File: src/rtl/pfa_pkg.sv
// ----------------------------------------------------------------------------
// pfa_pkg
// Shared types and constants for the page frame allocator.
// ----------------------------------------------------------------------------
package pfa_pkg;

  localparam int NUM_FRAMES     = 256;
  localparam int NUM_SWAP_SLOTS = 256;
  localparam int OWNER_BITS     = 16;
  localparam int FRAME_W        = 8;
  localparam int CHUNK_BITS     = 8;
  localparam int CHUNK_POS_W    = $clog2(CHUNK_BITS);
  localparam int CHUNKS         = NUM_FRAMES / CHUNK_BITS;
  localparam int CHUNK_W        = $clog2(CHUNKS);
  localparam int CNT_W          = CHUNK_W + 1;
  localparam int SWAP_CHUNKS    = NUM_SWAP_SLOTS / CHUNK_BITS;

  localparam logic [FRAME_W-1:0] RESERVED_RESET = FRAME_W'(30);

  typedef enum logic [1:0] {
    OP_ALLOC      = 2'd0,
    OP_FREE_FRAME = 2'd1,
    OP_FREE_SWAP  = 2'd2,
    OP_NONE       = 2'd3
  } pfa_op_t;

  typedef struct packed {
    logic [1:0]            operation;
    logic [FRAME_W-1:0]    slot_index;
    logic [OWNER_BITS-1:0] owner_tag;
  } pfa_in_t;

  typedef struct packed {
    logic [FRAME_W-1:0]    frame;
    logic                  evicted;
    logic [OWNER_BITS-1:0] victim_owner;
    logic [FRAME_W-1:0]    swap_slot;
    logic                  status;
  } pfa_out_t;

endpackage

File: src/rtl/pfa_owner_ram.sv
// ----------------------------------------------------------------------------
// pfa_owner_ram
// Owner tag store, one write port and one registered read port.
// ----------------------------------------------------------------------------
module pfa_owner_ram (
  input  logic                            clk,
  input  logic                            we,
  input  logic [pfa_pkg::FRAME_W-1:0]     waddr,
  input  logic [pfa_pkg::OWNER_BITS-1:0]  wdata,
  input  logic                            re,
  input  logic [pfa_pkg::FRAME_W-1:0]     raddr,
  output logic [pfa_pkg::OWNER_BITS-1:0]  rdata
);
  import pfa_pkg::*;

  logic [OWNER_BITS-1:0] mem [NUM_FRAMES];

  always_ff @(posedge clk) begin
    if (we) begin
      mem[waddr] <= wdata;
    end
  end

  always_ff @(posedge clk) begin
    if (re) begin
      rdata <= mem[raddr];
    end
  end

endmodule

File: config.mk
export PLATFORM = sky130hd
export DESIGN_NAME = pfa_owner_ram
export DESIGN_NICKNAME = d
export VERILOG_FILES = /design/src/rtl/pfa_pkg.sv /design/src/rtl/pfa_owner_ram.sv
export SDC_FILE = /design/constraint.sdc
export NUM_CORES = 2
export LEC_CHECK = 0
export BUFFER_PORTS_ARGS = -buffer_cell sky130_fd_sc_hd__buf_2
export CAP_MARGIN = 20
export CORE_ASPECT_RATIO = 2
export CORE_UTILIZATION = 57
export CTS_CLUSTER_SIZE = 25
export DETAILED_ROUTE_END_ITERATION = 12
export PLACE_DENSITY_LB_ADDON = 0.12
export SYNTH_ARGS = -nofsm -noshare
export SYNTH_HDL_FRONTEND = slang
export SYNTH_SLANG_ARGS = --single-unit
File: constraint.sdc
create_clock -name clk -period 2.3 [get_ports clk]
set_input_delay 0.115 -clock clk [delete_from_list [all_inputs] [get_ports clk]]
set_output_delay 0.115 -clock clk [all_outputs]
set_load 0.01 [all_outputs]
==> flow_summary_export.csv <==
group,metric,value,unit
grt,grtUsageTotal,31.85,%
outcome,violations,"setup timing",
yosys,syn_area,158900,um2
timing,drv_slew,0,
grt,grt_pass1_vias,83240,
floorplanning,start_util,57.42,%
final_layout,drive_above_1_share,30.85,%
timing,worstMarginPinSlew,1.136,ns
yosys,synth_edf_count,4112,
floorplanning,core,276700,um2
worst_setup_path,crit_top_cell,"mux4_2",
yosys,synthTopCellsByCount,"4,112 x edfxtp_1, 797 x mux4_2, 565 x mux2i_1",
worst_setup_path,reg2reg_slack,-0.34,ns
final_layout,syn_to_final_growth,17.08,%
floorplanning,die_area,281000,um2
run,max_cap_viol_count,0,
detailed_routing,wl_per_cell,36.15,um
worst_setup_path,end_kind,"flop",
floorplanning,die-width,375.3,um
worst_setup_path,reg2reg_depth,6,
clocking,cts_inserted_buffers,346,
timing,finalCritPeriodShare,114.7,%
worst_setup_path,critPathLaunchType,"flop",
yosys,synth_warnings,0,
clocking,root_buffer,"clkbuf_16",
pwr,cellLeakagePower,0.06031,uW
worst_setup_path,timing.rr.start,"mem[27][0]",
clocking,htreeDepth,5,
grt,antenna_found_initial,12,
detailed_routing,viasPerCell,6.568,
place,place_ws,-1.322,ns
detailed_routing,finalWirelength,444300,um
worst_setup_path,crit_chain,"mux4_2 -> mux4_2 -> a22o_4 -> o32ai_4 -> buf_4 -> nor4_2",
clocking,clock_latency,0.92,ns
worst_setup_path,cp_slowest_cell,"mux4_2",
grt,grt_pass1_wl,622500,um
floorplanning,rows,273,
grt,overflow,0,
detailed_routing,drc,0,
hold_path,worstHoldStart,"raddr[6]",
worst_setup_path,path_max_fanout,1,
clocking,clock_path_buffers,4,
detailed_routing,first_pass_iters,6,
worst_setup_path,slowest_delay,0.53,ns
yosys,ys.flop_type,"edfxtp_1",
yosys,ys_seq_area_share,77.72,%
timing,max_freq,0.3792,GHz
yosys,syn-mean-instance-area,21.59,um2
detailed_routing,vias,80740,
floorplanning,io_pins,51,
worst_setup_path,path_depth,6,
outcome,status,"complete, but fails checks",
timing,relSlewSlack,23.47,%
timing,fin_ws,-0.3370,ns
yosys,yosysTopAreaCell,"edfxtp_1",
place,routabilityCongestion,1.012,
yosys,netlist-cell-type-count,51,
grt,grt_max_degree,101,
worst_setup_path,cp.buffers_inverters,1,
worst_setup_path,cp_top_family,"multiplexers",
yosys,synthCells,7360,
worst_setup_path,path_class,"reg2reg",
detailed_routing,final_antenna_net_count,0,
yosys,synth_seq_cells,4112,
clocking,path_clk_slew,0.07,ns
timing,skew,0.03275,ns
timing,setup_total_negative_slack,-3.104,ns
yosys,post-synth-top-count-cell,"edfxtp_1",
timing,setup_viol,16,
pwr,ir_drop,0.0005761,V
hold_path,hold_class,"in2reg",
yosys,synth_top_area_share,77.72,%
pwr,power_density,806.2,nW/um2
yosys,async_flop_share,0,%
timing,hold_viol,0,
place,place_area,173900,um2
clocking,clock_sinks,4112,
place,dp_hpwl,297500,um
final_layout,final_area,186000,um2
floorplanning,dieHeight,748.6,um
worst_setup_path,cp.required,2.94,ns
timing,rsz0062_at_grt,"true",
final_layout,fin_nets,8477,
worst_setup_path,crit_arrival,3.28,ns
hold_path,hold_depth,5,
yosys,syn_nets,7395,
detailed_routing,drtIter0Drc,8708,
yosys,synth_area_leaders,"edfxtp_1 78%, mux4_2 11%, mux2i_1 3.6%, o221ai_1 1.4%, nor2_1 0.72%",
worst_setup_path,startpoint,"mem[27][0]",
place,io_buffers,50,
timing,min_period,2.637,ns
clocking,cts_tree,"done",
repair_timing:
action                     4_1_cts  5_1_grt
pin swaps                       30       23
buffers inserted                 0        0
hold endpoints to repair      3639        0
hold buffers                    23        0
resized for setup              139       45
setup endpoints to repair       16       16
routing by layer:
| layer | global-route usage [%] | wire length [um] | up-vias |
|---|---|---|---|
| met5 | 0 | 30 | - |
| met4 | 24.18 | 41220 | 4 |
| met3 | 3.793 | 26590 | 1000 |
| met2 | 56.05 | 232900 | 3477 |
| met1 | 35.37 | 143600 | 42850 |
| li1 | - | - | 33410 |
cell type report:
class,count,area [um2]
Sequential cell,4112,123500
Fill cell,17550,90670
Multi-Input combinational cell,2792,33860
Timing Repair Buffer,1186,13260
Clock buffer,431,9233
Tap cell,3575,4473
Clock inverter,179,1652
Antenna cell,13,32.53
Inverter,4,27.53
logic make-up (layout without fill, tap and decap cells):
logic type             count (synthesis)  after routing  share of synthesized area [%]
other                                  0             13                              0
AOI/OAI and AO/OA                    786            786                          3.534
muxes                               1450           1450                          15.48
DFF                                 4112           4112                          77.72
buffers and inverters                456           1800                          1.692
and+or+nand+nor                      556            556                          1.573
final timing paths:
path                             endpoint
worst min-delay path            rdata[12]
worst max-delay path             rdata[0]
worst min register to register   rdata[1]
worst max register to register   rdata[0]
cells in the final DEF, fill, tap and decap left out, types with 19 or more instances in the layout:
| cell type | instances |
|---|---|
| a21oi_1 | 173 |
| a22o_4 | 26 |
| a22oi_1 | 33 |
| buf_12 | 333 |
| buf_2 | 30 |
| buf_4 | 763 |
| buf_6 | 20 |
| bufinv_16 | 30 |
| clkbuf_1 | 73 |
| clkbuf_16 | 358 |
| clkinv_1 | 66 |
| clkinv_2 | 56 |
| dlygate4sd3_1 | 23 |
| edfxtp_1 | 4112 |
| mux2_2 | 69 |
| mux2_4 | 19 |
| mux2i_1 | 565 |
| mux4_2 | 797 |
| nand2_1 | 26 |
| nand3_1 | 29 |
| nand4_1 | 26 |
| nor2_1 | 269 |
| nor2_2 | 34 |
| nor3_1 | 84 |
| o21ai_0 | 35 |
| o221ai_1 | 252 |
| o22ai_1 | 148 |
flip-flops by register name, summed over array words and instances, names as in the netlist:
| signal | cells |
|---|---|
| mem | 4096 |
| rdata | 16 |
power breakdown:
group / leakage, uW / switching [uW] / internal [uW]
sequential: 0.0370 / 87.4 / 82600
combinational: 0.0180 / 5710 / 3670
clock: 0.00529 / 26100 / 31900
total: 0.0603 / 31900 / 118000
metrics by stage:
stage | hold WS, ns | utilization [%] | instances | power, uW
after floorplan | 0.2139 | - | 7360 | 88380
after global placement | 0.5254 | 62.84 | 11650 | 93120
after detailed placement | 0.5319 | 62.84 | 11650 | 93290
after CTS | 0.04101 | 67.14 | 12280 | 150500
after global routing | 0.1193 | 67.22 | 12290 | 153300
final | 0.09595 | 67.23 | 12290 | 150000
worst register-to-register path: stages (launching register included):
cell	delay [ns]
edfxtp_1	0.37
mux4_2	0.50
mux4_2	0.53
a22o_4	0.32
o32ai_4	0.42
buf_4	0.19
nor4_2	0.04
Power figures use the tool's default switching activity.
