**config.mk**
```make
export PLATFORM = sky130hd
export DESIGN_NAME = pfa_scan
export DESIGN_NICKNAME = d
export VERILOG_FILES = /design/src/rtl/pfa_pkg.sv /design/src/rtl/pfa_scan.sv
export SDC_FILE = /design/constraint.sdc
export NUM_CORES = 1
export LEC_CHECK = 0
export ABC_AREA = 1
export BUFFER_PORTS_ARGS = -buffer_cell sky130_fd_sc_hd__buf_2
export CAP_MARGIN = 30
export CORE_AREA = 2 2 106 108
export DETAILED_ROUTE_END_ITERATION = 8
export DIE_AREA = 0 0 108 110
export MAX_ROUTING_LAYER = met4
export SLEW_MARGIN = 20
export SYNTH_ARGS = -nofsm -noshare
export SYNTH_HDL_FRONTEND = slang
export SYNTH_SLANG_ARGS = --single-unit
```
**constraint.sdc**
```tcl
create_clock -name vclk -period 1.5
set_clock_uncertainty 0.1 [all_clocks]
set_input_delay 0.15 -clock vclk [all_inputs]
set_output_delay 0.15 -clock vclk [all_outputs]
set_load 0.01 [all_outputs]
```
**src/rtl/pfa_pkg.sv**
```systemverilog
// ----------------------------------------------------------------------------
// pfa_pkg
// Shared types and constants for the page frame allocator.
// ----------------------------------------------------------------------------
package pfa_pkg;

  localparam int NUM_FRAMES     = 256;
  localparam int NUM_SWAP_SLOTS = 256;
  localparam int OWNER_BITS     = 16;
  localparam int FRAME_W        = 8;
  localparam int CHUNK_BITS     = 8;
  localparam int CHUNK_POS_W    = $clog2(CHUNK_BITS);
  localparam int CHUNKS         = NUM_FRAMES / CHUNK_BITS;
  localparam int CHUNK_W        = $clog2(CHUNKS);
  localparam int CNT_W          = CHUNK_W + 1;
  localparam int SWAP_CHUNKS    = NUM_SWAP_SLOTS / CHUNK_BITS;

  localparam logic [FRAME_W-1:0] RESERVED_RESET = FRAME_W'(30);

  typedef enum logic [1:0] {
    OP_ALLOC      = 2'd0,
    OP_FREE_FRAME = 2'd1,
    OP_FREE_SWAP  = 2'd2,
    OP_NONE       = 2'd3
  } pfa_op_t;

  typedef struct packed {
    logic [1:0]            operation;
    logic [FRAME_W-1:0]    slot_index;
    logic [OWNER_BITS-1:0] owner_tag;
  } pfa_in_t;

  typedef struct packed {
    logic [FRAME_W-1:0]    frame;
    logic                  evicted;
    logic [OWNER_BITS-1:0] victim_owner;
    logic [FRAME_W-1:0]    swap_slot;
    logic                  status;
  } pfa_out_t;

endpackage

```
**src/rtl/pfa_scan.sv**
```systemverilog
// ----------------------------------------------------------------------------
// pfa_scan
// Shared chunk scanner: selects one chunk of a busy map and finds the
// lowest free bit among the enabled positions.
// ----------------------------------------------------------------------------
module pfa_scan (
  input  logic [pfa_pkg::NUM_FRAMES-1:0]  busy_map,
  input  logic [pfa_pkg::CHUNK_W-1:0]     chunk,
  input  logic [pfa_pkg::CHUNK_BITS-1:0]  keep,
  output logic                            hit,
  output logic [pfa_pkg::CHUNK_POS_W-1:0] pos
);
  import pfa_pkg::*;

  logic [CHUNK_BITS-1:0] bits;
  logic [CHUNK_BITS-1:0] free_bits;

  assign bits      = busy_map[{chunk, {CHUNK_POS_W{1'b0}}} +: CHUNK_BITS];
  assign free_bits = ~bits & keep;
  assign hit       = |free_bits;

  always_comb begin
    pos = '0;
    for (int i = CHUNK_BITS - 1; i >= 0; i--) begin
      if (free_bits[i]) begin
        pos = CHUNK_POS_W'(i);
      end
    end
  end

endmodule

```
==> metrics, run 1 <==
status finished with violations; failing checks negative setup slack; via/cell ratio 5.03; area grow syn2layout 86.6%; CP Data Required Time 1.25 ns; # IOs 273; Min Hold Slack 0.613 ns; # rows 38; syn_area_per_cell 4.75 µm²; vias in the first global route 4760; Total Power 0.00147 W; most common cell after layout, fill and taps aside buf_2; Seq/Total Area, Yosys 0; FMAX 485 MHz; GRT overflow 0; Yosys top cell by area nor2_1; synthesized net count 826; cts-stage hold buffer count 0; Placed Area 4480 µm²; Pins Over Slew Limit 0; crit path kind in -> out; largest net degree at the start of global routing 35; GPL Wtd Cong 0.874; top cells by area in the synthesized netlist nor2_1 18%, nand2_1 17%, o21ai_0 16%; gr usage total 0.227; # setup viols final 4; final worst path period share 1.37; crit end category output pin; critical path data arrival time 1.81 ns; global-route wire length before repair 21600 µm; routed len/inst 14.6 µm; actual transition at the worst max-transition pin 0.295 ns; Worst slew margin 0.803; maxcap violations 0; Final Hold Viols 0; Vias 4925; post-route minimum period 2.06 ns; Die X 108 µm; Unique masters post-synth 21; Detailed Routing Iterations Pass 1 7; Layout Cell Area excl Fill 4930 µm²; static leakage 2.59 nW; drt drc 0; Synth Warn # 0; Die H 110 µm; placed insts 967; most frequent cells in the layout 269 x buf_2, 121 x nor2_1, 100 x nand2_1; Starting DRT DRC Count 395; setup ws final -0.561 ns; Seq cells 0; initial antenna violation count 1; maximum vdd drop 0.103 mV; slowest CP cell o21ai_1; crit-path max FO 8; fill count 1188; Worst Hold Class in -> out; Finished Layout Cells 979; critical path launch point type input port; mapped cell area 2640 µm²; Yosys top cell area share 0.185; post-place setup slack -0.643 ns; dpl hpwl 11200 µm; IO buf count 273; register area 0 µm²; RSZ-0062 raised after global routing yes; DRT antenna net count 0; crit-path cells buf_12, buf_12, buf_4, buf_6, buf_6, o21ai_1, o221ai_2, nand3_1, o21ai_1, nand2_1, nand3_4, nand2_2, nor2_2, nand2_1, buf_2; clock buffers 0; full die area 11900 µm²; Post-Synthesis Cells 557; Starting Density 0.247; share of cells above drive strength 1 0.470; Routed WL 14300 µm; Crit path largest cell delay 0.18 ns; Final Net Count 1109; Core Box Area 10700 µm²; PwrDens 297 nW/µm²
## area by class of cell
| class | count | area, µm² | area share |
|---|---|---|---|
| multi-input combinational | 474 | 2470 | 0.502 |
| timing repair buffer | 333 | 2150 | 0.436 |
| tap | 140 | 175 | 0.0355 |
| inverter | 31 | 131 | 0.0266 |
| antenna | 1 | 2.50 | 0.000507 |
## through the flow
stage | util | TNS (ns)
after floorplan | - | -0.225
after global placement | 0.419 | -2.54
after detailed placement | 0.419 | -2.55
after CTS | 0.441 | -2.02
after global routing | 0.461 | -2.63
final | 0.461 | -2.11
## cell usage after synthesis, drive strengths merged
cell	n
nand3	65
nor2	131
nor3	1
inv	31
clkbuf	14
o22ai	6
a21oi	2
o211ai	17
o221ai	26
nand2	120
a31oi	1
buf	38
o21ai	105
## power by group
part	total (W)	switching (W)	leakage [nW]	internal, W
clock network	0.0000000000891	0	0.00000634	0.0000000000891
registers	0	0	0	0
logic	0.00147	0.000729	2.59	0.000739
total	0.00147	0.000729	2.59	0.000739
## repair_timing
| item | CTS | global route |
|---|---|---|
| cloned | 3 | 1 |
| setup endpoints to repair | 4 | 4 |
| pin swaps | 33 | 48 |
| gates resized for setup | 56 | 53 |
| buffers inserted | 6 | 1 |
## path summary, 6_finish.rpt
kind,startpoint,to,slack [ns],cells past startpoint
worst max-delay path,chunk[0],hit,-0.56,15
worst min-delay path,keep[2],pos[1],0.61,4
## metal layers
metal	track usage	share of wire	vias up
met3	0.0123	0.079	24
met1	0.272	0.40	2169
met4	0.0577	0.021	0
met5	-	0	-
met2	0.418	0.49	271
li1	-	-	2461
## critical path, delay by kind of cell
kind                   cells  cell delay [ns]
buffers and inverters      6             0.75
AND/OR/NAND/NOR            6             0.53
AO/OA/AOI/OAI              3             0.38
## kinds of logic after synthesis
family	share of synthesized area
AND/OR/NAND/NOR	0.487
AO/OA/AOI/OAI	0.354
buffers and inverters	0.159
Note: power is estimated with default switching activity, not from simulation.
==> run 2, diff against run 1 <==
--- a/config.mk
+++ b/config.mk
@@ -11,7 +11,9 @@
 export CORE_AREA = 2 2 106 108
 export DETAILED_ROUTE_END_ITERATION = 8
 export DIE_AREA = 0 0 108 110
+export GPL_TIMING_DRIVEN = 0
 export MAX_ROUTING_LAYER = met4
+export SETUP_SLACK_MARGIN = 0.4
 export SLEW_MARGIN = 20
 export SYNTH_ARGS = -nofsm -noshare
 export SYNTH_HDL_FRONTEND = slang
==> run 2 against run 1 <==
The flow still finishes with violations (negative setup slack). Core utilization decreased by 2.2 points. Critical path depth decreased by 1. Final cell count decreased by 0.51%. First-iteration DRC count increased by 4.3%. Critical path type unchanged. Largest cell class unchanged.
==> metrics, run 2 (synthesis results as in run 1) <==
gr usage total 0.265; Crit path largest cell delay 0.21 ns; largest net degree at the start of global routing 11; Seq cells 0; Worst Hold Class in -> out; Vias 4944; crit-path leading delay family buffers and inverters; clock power share 0; setup ws final -0.548 ns; slowest CP cell o221ai_1; static leakage 2.50 nW; Worst slew margin 0.643; dpl hpwl 13100 µm; GRT overflow 0; Net Sw Power 0.000733 W; Core Box Area 10700 µm²; DRT antenna net count 0; Die X 108 µm; actual transition at the worst max-transition pin 0.536 ns; Final Hold Viols 0; # setup viols final 4; number of inserted diodes 0; maxcap violations 0; cts-stage hold buffer count 0; # IOs 273; CP bufs+invs 5; FMAX 488 MHz; vias in the first global route 4717; clock buffers 0; Comb pwr share 1.000; post-route minimum period 2.05 ns; crit-path max FO 10; Detailed Routing Iterations Pass 1 6; Final Net Count 1105; initial antenna violation count 0; drt drc 0; most frequent cells in the layout 277 x buf_2, 122 x nor2_1, 112 x nand2_1; maximum vdd drop 0.0953 mV; most common cell after layout, fill and taps aside buf_2; Pins Over Slew Limit 0; routed len/inst 17.1 µm; Layout Cell Area excl Fill 4690 µm²; critical path data arrival time 1.80 ns; part of the power in registers 0; full die area 11900 µm²; Starting DRT DRC Count 412; critical path launch point type input port; crit-path cells buf_12, buf_12, buf_8, buf_8, nor2_1, o221ai_1, nand3_1, nand2_2, nand2_1, nand3_2, nand2_4, nor2_1, nand2_1, buf_2; final worst path period share 1.37; status finished with violations; internal power 0.000677 W; GPL Wtd Cong 0.868; share of cells above drive strength 1 0.434; global-route wire length before repair 24100 µm; register area 0 µm²; crit end category output pin; Starting Density 0.247; area grow syn2layout 77.5%; # rows 38; PwrDens 300 nW/µm²; failing checks negative setup slack; crit path kind in -> out; Routed WL 16600 µm; CP Data Required Time 1.25 ns; Placed Area 4340 µm²; post-place setup slack -0.758 ns; IO buf count 269; Die H 110 µm; RSZ-0062 raised after global routing yes; switching share of power 0.520; via/cell ratio 5.08
run 2: cell types whose count changed in the layout (fill, tap and decap cells not counted), sizes merged:
cell	change
diode	-1
buf	-18
clkbuf	+14
run 2: per-stage QoR:
stage	hold slack [ns]	std cells	util	setup TNS, ns	power (W)
6_report	0.591	974	0.439	-2.14	0.00141
5_1_grt	0.606	974	0.439	-2.60	0.00155
4_1_cts	0.591	972	0.429	-2.01	0.00137
3_5_place_dp	0.568	966	0.405	-2.91	0.00127
3_3_place_gp	0.565	966	0.405	-2.98	0.00126
2_1_floorplan	0.333	557	-	-0.225	0.000691
run 2: repair_timing:
action                                  in CTS  in global routing
buffers inserted                             4                  0
resized for setup                           56                 16
cloned                                       2                  2
pin swaps                                   18                  7
endpoints found under the setup margin       4                  4
run 2: power groups by stage:
stage | Combinational (W) | Clock, W | Sequential (W)
after global routing | 0.00155 | 0 | 0
after CTS | 0.00137 | 0 | 0
after global placement | 0.00126 | 0 | 0
final | 0.00141 | 0 | 0
after detailed placement | 0.00127 | 0 | 0
after floorplan | 0.000691 | 0 | 0
run 2: worst paths after layout:
| kind | depth (start not counted) | end | slack, ns | start |
|---|---|---|---|---|
| hold / removal | 4 | pos[0] | 0.59 | keep[1] |
| setup / recovery | 14 | hit | -0.55 | chunk[0] |
run 2: final cells by class:
class / count / area [µm²]
well taps: 140 / 175
inverters: 31 / 126
multi-input cells: 474 / 2360
repair buffers: 277 / 1500
plain buffers: 52 / 531
fillers: 1274 / 6000
run 2: tightest hold or removal path, delay by kind of cell:
| kind | cells | cell delay (ns) |
|---|---|---|
| buf+inv | 2 | 0.23 |
| simple gates | 1 | 0.10 |
| compound gates | 1 | 0.06 |
run 2: layer usage:
| layer | routed length, µm | track usage | vias to the layer above |
|---|---|---|---|
| li1 | - | - | 2450 |
| met1 | 6700 | 0.316 | 2172 |
| met2 | 8150 | 0.481 | 283 |
| met3 | 1390 | 0.0223 | 39 |
| met4 | 374 | 0.0742 | 0 |
| met5 | 0 | - | - |
